==> config.mk <==
export PLATFORM = sky130hd
export DESIGN_NAME = lru_key_value_cache_flat
export DESIGN_NICKNAME = d
export VERILOG_FILES = /design/src/sv/lkv_pkg.sv /design/src/sv/lkv_ifs.sv /design/src/sv/lru_key_value_cache.sv /design/src/sv/lkv_ctrl.sv /design/src/sv/lkv_dp.sv /design/src/flat_wrapper.sv
export SDC_FILE = /design/constraint.sdc
export NUM_CORES = 2
export LEC_CHECK = 0
export ABC_CLOCK_PERIOD_IN_PS = 4580
export BUFFER_PORTS_ARGS = -buffer_cell sky130_fd_sc_hd__buf_2
export CAP_MARGIN = 20
export CORE_MARGIN = 2
export CORE_UTILIZATION = 40
export DETAILED_ROUTE_END_ITERATION = 10
export PLACE_DENSITY = 0.67
export SYNTH_ARGS = -nofsm -noshare
export SYNTH_HDL_FRONTEND = slang
export SYNTH_HIERARCHICAL = 1
export SYNTH_SLANG_ARGS = --single-unit
export TNS_END_PERCENT = 30
==> constraint.sdc <==
create_clock -name clk -period 4.58 [get_ports clk]
set_input_delay 0.458 -clock clk [delete_from_list [all_inputs] [get_ports clk]]
set_output_delay 0.458 -clock clk [all_outputs]
set_load 0.005 [all_outputs]
==> src/sv/lkv_pkg.sv <==
// Shared constants, types and helper functions for the LRU key/value cache.
package lkv_pkg;

  localparam int MAX_ENTRIES = 16;
  localparam int IDX_W       = $clog2(MAX_ENTRIES);
  localparam int CNT_W       = $clog2(MAX_ENTRIES + 1);
  localparam int CAP_W       = 5;
  localparam int DATA_W      = 32;
  localparam int CMP_W       = (CNT_W > CAP_W) ? CNT_W : CAP_W;

  localparam logic [CAP_W-1:0]  CAP_RESET  = CAP_W'(16);
  localparam logic [DATA_W-1:0] MISS_VALUE = '1;
  localparam logic [DATA_W-1:0] PUT_VALUE  = '0;

  typedef logic [MAX_ENTRIES-1:0] entry_vec_t;

  typedef enum logic {
    MODE_GET = 1'b0,
    MODE_PUT = 1'b1
  } mode_t;

  typedef enum logic [1:0] {
    S_IDLE,
    S_MATCH,
    S_COMMIT
  } state_t;

  typedef struct packed {
    logic load_req;
    logic match;
    logic commit;
    logic cfg_write;
  } cmd_t;

  typedef struct packed {
    logic out_free;
  } stat_t;

  // Index of the lowest set bit; zero when no bit is set.
  function automatic logic [IDX_W-1:0] lowest_set(input entry_vec_t vec);
    logic [IDX_W-1:0] idx;
    idx = '0;
    for (int i = MAX_ENTRIES - 1; i >= 0; i--) begin
      if (vec[i]) begin
        idx = IDX_W'(i);
      end
    end
    return idx;
  endfunction

endpackage

==> src/sv/lkv_ifs.sv <==
// Handshake channel interfaces for requests, responses and the capacity register.
interface lkv_req_if;
  logic                      valid;
  logic                      ready;
  logic                      mode;
  logic signed [31:0]        key;
  logic signed [31:0]        value;
  modport source (output valid, mode, key, value, input ready);
  modport sink (input valid, mode, key, value, output ready);
endinterface

interface lkv_rsp_if;
  logic                      valid;
  logic                      ready;
  logic                      hit;
  logic signed [31:0]        read_value;
  logic                      evicted;
  modport source (output valid, hit, read_value, evicted, input ready);
  modport sink (input valid, hit, read_value, evicted, output ready);
endinterface

interface lkv_cfg_if;
  logic                      valid;
  logic                      ready;
  logic [4:0]                capacity;
  modport source (output valid, capacity, input ready);
  modport sink (input valid, capacity, output ready);
endinterface

==> src/sv/lru_key_value_cache.sv <==
// Top level of the fully associative LRU key/value cache.
//
//   channel  role    payload                       handshake
//   req      sink    mode, key, value              valid/ready
//   rsp      source  hit, read_value, evicted      valid/ready
//   cfg      sink    capacity                      valid/ready
//
// A request passes three steps: accepting it, the parallel key
// match, and committing the update and loading the response register.
// The commit step waits while the previous response is still held, so a
// stalled rsp channel holds back the next request after at most one.
// A capacity write is taken only between requests and empties the store.
// Reset (synchronous) clears all valid bits, ranks and the entry count and
// sets capacity to 16; no clearing pass is needed.
module lru_key_value_cache (
  input  logic clk,
  input  logic rst,
  lkv_req_if.sink   req,
  lkv_rsp_if.source rsp,
  lkv_cfg_if.sink   cfg
);
  import lkv_pkg::*;

  cmd_t  cmd;
  stat_t stat;

  lkv_ctrl u_ctrl (
    .clk       (clk),
    .rst       (rst),
    .req_valid (req.valid),
    .cfg_valid (cfg.valid),
    .stat      (stat),
    .req_ready (req.ready),
    .cfg_ready (cfg.ready),
    .cmd       (cmd)
  );

  lkv_dp u_dp (
    .clk            (clk),
    .rst            (rst),
    .cmd            (cmd),
    .stat           (stat),
    .mode           (req.mode),
    .key            (req.key),
    .value          (req.value),
    .capacity       (cfg.capacity),
    .rsp_ready      (rsp.ready),
    .rsp_valid      (rsp.valid),
    .rsp_hit        (rsp.hit),
    .rsp_read_value (rsp.read_value),
    .rsp_evicted    (rsp.evicted)
  );

endmodule

==> src/sv/lkv_ctrl.sv <==
// Sequencing state machine: accept, match, commit.
module lkv_ctrl (
  input  logic          clk,
  input  logic          rst,
  input  logic          req_valid,
  input  logic          cfg_valid,
  input  lkv_pkg::stat_t stat,
  output logic          req_ready,
  output logic          cfg_ready,
  output lkv_pkg::cmd_t cmd
);
  import lkv_pkg::*;

  state_t state;
  state_t state_next;

  always_ff @(posedge clk) begin
    if (rst) begin
      state <= S_IDLE;
    end else begin
      state <= state_next;
    end
  end

  always_comb begin
    state_next = state;
    req_ready  = 1'b0;
    cfg_ready  = 1'b0;
    cmd        = '0;
    case (state)
      S_IDLE: begin
        // A capacity write takes precedence over a request in the same cycle.
        cfg_ready     = 1'b1;
        cmd.cfg_write = cfg_valid;
        req_ready     = !cfg_valid;
        if (req_valid && !cfg_valid) begin
          cmd.load_req = 1'b1;
          state_next   = S_MATCH;
        end
      end
      S_MATCH: begin
        cmd.match  = 1'b1;
        state_next = S_COMMIT;
      end
      S_COMMIT: begin
        if (stat.out_free) begin
          cmd.commit = 1'b1;
          state_next = S_IDLE;
        end
      end
      default: begin
        state_next = S_IDLE;
      end
    endcase
  end

endmodule

==> src/sv/lkv_dp.sv <==
// Datapath: request latch, key match array, recency ranks and response register.
module lkv_dp (
  input  logic                               clk,
  input  logic                               rst,
  input  lkv_pkg::cmd_t                      cmd,
  output lkv_pkg::stat_t                     stat,
  input  logic                               mode,
  input  logic signed [lkv_pkg::DATA_W-1:0]  key,
  input  logic signed [lkv_pkg::DATA_W-1:0]  value,
  input  logic [lkv_pkg::CAP_W-1:0]          capacity,
  input  logic                               rsp_ready,
  output logic                               rsp_valid,
  output logic                               rsp_hit,
  output logic signed [lkv_pkg::DATA_W-1:0]  rsp_read_value,
  output logic                               rsp_evicted
);
  import lkv_pkg::*;

  mode_t             req_mode;
  logic [DATA_W-1:0] req_key;
  logic [DATA_W-1:0] req_value;

  logic [DATA_W-1:0] entry_key   [MAX_ENTRIES];
  logic [DATA_W-1:0] entry_value [MAX_ENTRIES];
  logic [IDX_W-1:0]  rank        [MAX_ENTRIES];
  entry_vec_t        entry_valid;
  logic [CNT_W-1:0]  used_count;
  logic [CAP_W-1:0]  cap_reg;

  logic              hit_q;
  logic              full_q;
  logic [IDX_W-1:0]  found_idx;
  entry_vec_t        victim_q;

  entry_vec_t        match_vec;
  entry_vec_t        victim_vec;
  logic [CMP_W-1:0]  eff_cap;
  logic [IDX_W-1:0]  lru_rank;
  logic [IDX_W-1:0]  found_rank;
  entry_vec_t        valid_eff;
  logic [IDX_W-1:0]  slot;

  assign lru_rank   = IDX_W'(used_count - CNT_W'(1));
  assign found_rank = rank[found_idx];

  // Ranks of valid entries are a permutation of 0..used_count-1, so the
  // least recent entry is the one holding the top rank.
  always_comb begin
    for (int i = 0; i < MAX_ENTRIES; i++) begin
      match_vec[i]  = entry_valid[i] && (entry_key[i] == req_key);
      victim_vec[i] = entry_valid[i] && (rank[i] == lru_rank);
    end
  end

  always_comb begin
    if (cap_reg == '0) begin
      eff_cap = CMP_W'(1);
    end else if (CMP_W'(cap_reg) > CMP_W'(MAX_ENTRIES)) begin
      eff_cap = CMP_W'(MAX_ENTRIES);
    end else begin
      eff_cap = CMP_W'(cap_reg);
    end
  end

  assign valid_eff     = entry_valid & ~(full_q ? victim_q : '0);
  assign slot          = lowest_set(~valid_eff);
  assign stat.out_free = !rsp_valid || rsp_ready;

  // Control state and recency bookkeeping.
  always_ff @(posedge clk) begin
    if (rst) begin
      entry_valid <= '0;
      used_count  <= '0;
      cap_reg     <= CAP_RESET;
      rsp_valid   <= 1'b0;
      for (int i = 0; i < MAX_ENTRIES; i++) begin
        rank[i] <= '0;
      end
    end else begin
      if (cmd.commit) begin
        rsp_valid <= 1'b1;
      end else if (rsp_valid && rsp_ready) begin
        rsp_valid <= 1'b0;
      end
      if (cmd.cfg_write) begin
        cap_reg     <= capacity;
        entry_valid <= '0;
        used_count  <= '0;
        for (int i = 0; i < MAX_ENTRIES; i++) begin
          rank[i] <= '0;
        end
      end
      if (cmd.commit) begin
        if (hit_q) begin
          for (int i = 0; i < MAX_ENTRIES; i++) begin
            if (entry_valid[i] && (rank[i] < found_rank)) begin
              rank[i] <= rank[i] + IDX_W'(1);
            end
          end
          rank[found_idx] <= '0;
        end else if (req_mode == MODE_PUT) begin
          for (int i = 0; i < MAX_ENTRIES; i++) begin
            if (valid_eff[i]) begin
              rank[i] <= rank[i] + IDX_W'(1);
            end
          end
          entry_valid <= valid_eff | (entry_vec_t'(1) << slot);
          rank[slot]  <= '0;
          if (!full_q) begin
            used_count <= used_count + CNT_W'(1);
          end
        end
      end
    end
  end

  // Payload registers.
  always_ff @(posedge clk) begin
    if (cmd.load_req) begin
      req_mode  <= mode_t'(mode);
      req_key   <= key;
      req_value <= value;
    end
    if (cmd.match) begin
      hit_q     <= |match_vec;
      found_idx <= lowest_set(match_vec);
      victim_q  <= victim_vec;
      full_q    <= CMP_W'(used_count) >= eff_cap;
    end
    if (cmd.commit) begin
      rsp_hit     <= hit_q;
      rsp_evicted <= 1'b0;
      if (hit_q) begin
        if (req_mode == MODE_PUT) begin
          entry_value[found_idx] <= req_value;
          rsp_read_value         <= PUT_VALUE;
        end else begin
          rsp_read_value <= entry_value[found_idx];
        end
      end else if (req_mode == MODE_PUT) begin
        entry_key[slot]   <= req_key;
        entry_value[slot] <= req_value;
        rsp_read_value    <= PUT_VALUE;
        rsp_evicted       <= full_q;
      end else begin
        rsp_read_value <= MISS_VALUE;
      end
    end
  end

endmodule

==> src/flat_wrapper.sv <==
// flat-port wrapper written by rule: the top's interface ports become plain ports
module lru_key_value_cache_flat import lkv_pkg::*;
  (clk, rst, req_valid, req_mode, req_key, req_value, req_ready, rsp_valid, rsp_hit, rsp_read_value, rsp_evicted, rsp_ready, cfg_valid, cfg_capacity, cfg_ready);
  lkv_req_if req_i ();
  lkv_rsp_if rsp_i ();
  lkv_cfg_if cfg_i ();
  input  logic clk;
  input  logic rst;
  input wire logic [$bits(req_i.valid)-1:0] req_valid;
  input wire logic [$bits(req_i.mode)-1:0] req_mode;
  input wire logic [$bits(req_i.key)-1:0] req_key;
  input wire logic [$bits(req_i.value)-1:0] req_value;
  output wire logic [$bits(req_i.ready)-1:0] req_ready;
  output wire logic [$bits(rsp_i.valid)-1:0] rsp_valid;
  output wire logic [$bits(rsp_i.hit)-1:0] rsp_hit;
  output wire logic [$bits(rsp_i.read_value)-1:0] rsp_read_value;
  output wire logic [$bits(rsp_i.evicted)-1:0] rsp_evicted;
  input wire logic [$bits(rsp_i.ready)-1:0] rsp_ready;
  input wire logic [$bits(cfg_i.valid)-1:0] cfg_valid;
  input wire logic [$bits(cfg_i.capacity)-1:0] cfg_capacity;
  output wire logic [$bits(cfg_i.ready)-1:0] cfg_ready;
  assign req_i.valid = req_valid;
  assign req_i.mode = req_mode;
  assign req_i.key = req_key;
  assign req_i.value = req_value;
  assign req_ready = req_i.ready;
  assign rsp_valid = rsp_i.valid;
  assign rsp_hit = rsp_i.hit;
  assign rsp_read_value = rsp_i.read_value;
  assign rsp_evicted = rsp_i.evicted;
  assign rsp_i.ready = rsp_ready;
  assign cfg_i.valid = cfg_valid;
  assign cfg_i.capacity = cfg_capacity;
  assign cfg_ready = cfg_i.ready;
  lru_key_value_cache u_core (.clk(clk), .rst(rst), .req(req_i), .rsp(rsp_i), .cfg(cfg_i));
endmodule
==> metrics <==
P_leak=19.8 nW; FF+latch count, synth=1,238; row count=132; GR peak layer=met2; Post-synth EDFFs=1,145; Fillers=11,000; global-route wire length before repair=191 mm; core area=0.129 mm^2; pre-CTS WS=0.638 ns; pin count of the biggest net entering global routing=69; Final Non-Filler Cells=5,374; final setup fails=0; WP data arrival=4.68 ns; GR Overflow Total=0; Top Ports=112; Post-CTS Setup Inserts=0; Post-Syn Nets=3,326; CTS Root Cell=clkbuf_16; ys async rst share=0%; Unique masters post-synth=74; status=finished clean; Total GRT Usage=19.4%; First-pass DRT Iterations=7; data required time of the worst path=5.18 ns; Total Nets Final=3,674; crit-path max cell delay=1.01 ns; slew margin rel.=26.0%; GPL Wtd Cong=0.917; MaxCap Viol Count=0; Primary FF master, synth=edfxtp_1; design area=0.0610 mm^2; minimum clock period=4.08 ns; dpl hpwl=80.2 mm; crit-path cells=mux4_2 > mux4_2 > inv_1 > ha_1 > a2111oi_0 > o21ai_0 > nand2_1 > nand4_1 > xor2_1 > a2111oi_0; clock sinks=1,238; area grow syn2layout=16.8%; setup tns final=0 ns; Die Width=365 um; layout cells sized above 1=20.0%; CP endpoint kind=flop; Iter 0 DRT Violations=3,317; largest registers=u_core/u_dp/entry_key x512, u_core/u_dp/entry_value x512, u_core/u_dp/rank x64; die area=0.133 mm^2; met3 Use GR=3.89%; crit path kind=reg2reg; GRT met2 Usage=30.5%; Top delay family on crit path=flip-flops; sequential fraction of the synthesis area=69.5%; Least-Margin Pin Slew=1.11 ns; CTS HTree Levels=4; # DRC=0; post-CTS sizing=0; Clock Latency Late Sink=0.78 ns; Mapped Cells=3,180; area of the multi-input gates=0.0153 mm^2; Hold Path Depth=2; initial antenna violation count=6; worst setup slack after layout=0.499 ns; drt via density=5.43; vias in the first global route=28,900; Starting Density=40.3%; startpoint types=flop; met1 GRT Util=27.6%; Cells after DPL=5,065; Antenna Cells=0; placed cell areas=0.0561 mm^2; fmax=0.245 GHz; CTS Buf Count=131; WP buf/inv=1; fin crit share=89.1%; Synth Cell Area=0.0522 mm^2; TritonCTS clock tree=yes; Routed wire per std cell=23.9 um; Bufs on Longest Clock Path=3; IR drop worst, VDD=0.428 mV; commonest non-fill, non-tap cell in the layout=edfxtp_1; RSZ-0062 raised after global routing=false; Layout Utilization=47.1%; via count=29,200; overall routed net length=128 mm; Seq. cell area=0.0362 mm^2; PortBufs=111; Die Y=365 um; clk_skew=0.0479 ns; most frequent cells in the layout=1,145 x edfxtp_1, 419 x xnor2_1, 180 x mux4_2, 162 x xor2_1, 161 x buf_4; yosys warns=6; Post-DRT Antenna Nets=0; Final Hold Fails=0; class of the worst hold path=in2reg; slowest stage cell, crit path=edfxtp_1; Pwr Density=386 mW/mm^2; Levels on crit path=10; cts hold-fix bufs=72; crit-path max FO=20; max-slew violation count=0; clock-pin slew on the worst setup and hold paths=0.05 ns; R2R cell count=10; Mean Syn Cell Area=16.4 um^2
[Yosys cell counts (all sizes together) (13+ instances only)]
library cell  number  area share [%]
a21oi            108             1.1
a31oi             27            0.35
buf               41            0.35
clkbuf           104            0.75
dfxtp             93             3.6
edfxtp          1145              66
ha                71             1.7
inv               65            0.47
mux4             180             7.8
nand2             93            0.67
nand2b            24            0.29
nand3             83            0.80
nand4            107             1.3
nand4b            13            0.22
nor2             147             1.1
nor3              46            0.44
nor4              42            0.50
o21ai             52            0.59
xnor2            420             7.0
xor2             163             2.7
[final cells by class]
| type | instances | share of cell area (%) |
|---|---|---|
| sequential | 1238 | 59.4 |
| inverter | 66 | 0.408 |
| timing repair buffer | 360 | 4.61 |
| tap | 1742 | 3.58 |
| multi-input combinational | 1731 | 25.1 |
| clock inverter | 75 | 1.25 |
| clock buffer | 162 | 5.58 |
[power by group]
group,leakage [nW],switching (mW),internal [mW]
registers,11.1,0.112,12.4
clock network,2.01,4.46,5.87
logic,6.67,0.430,0.326
total,19.8,5.01,18.5
[per-layer routing]
metal | part of all wire (%) | up-vias
li1 | - | 12900
met2 | 47 | 1255
met5 | 0.041 | -
met4 | 2.3 | 8
met1 | 43 | 14800
met3 | 8.1 | 237
[worst paths after layout]
check	start	endpoint	slack [ns]
hold reg to reg	u_core/u_dp/cap_reg[0]$_SDFFE_PP0P_	u_core/u_dp/cap_reg[0]$_SDFFE_PP0P_	0.54
setup / recovery	u_core/u_dp/found_idx[1]$_SDFFCE_PP0P_	u_core/u_dp/rank[11][3]$_SDFFE_PP0P_	0.50
hold / removal	cfg_valid	u_core/u_dp/req_key[24]$_DFFE_PP_	0.13
setup reg to reg	u_core/u_dp/found_idx[1]$_SDFFCE_PP0P_	u_core/u_dp/rank[11][3]$_SDFFE_PP0P_	0.50
[kinds of logic (layout without fill, tap and decap cells)]
family / Yosys count / after routing / synth area share (%)
flip-flops: 1238 / 1238 / 69.5
AND/OR/NAND/NOR: 616 / 616 / 6.11
XOR/XNOR: 583 / 583 / 9.78
AO/OA/AOI/OAI: 260 / 260 / 3.18
buffers and inverters: 211 / 663 / 1.58
multiplexers: 201 / 201 / 8.20
adder cells (fa/ha/maj): 71 / 71 / 1.70
[stage by stage]
stage	power, mW	hold WS [ns]
floorplan	13.1	0.461
global placement	13.4	0.500
detailed placement	13.4	0.506
CTS	23.8	0.0604
global route	24.3	0.0953
finish	23.6	0.135
No activity file was read; power rests on OpenSTA's default activity.
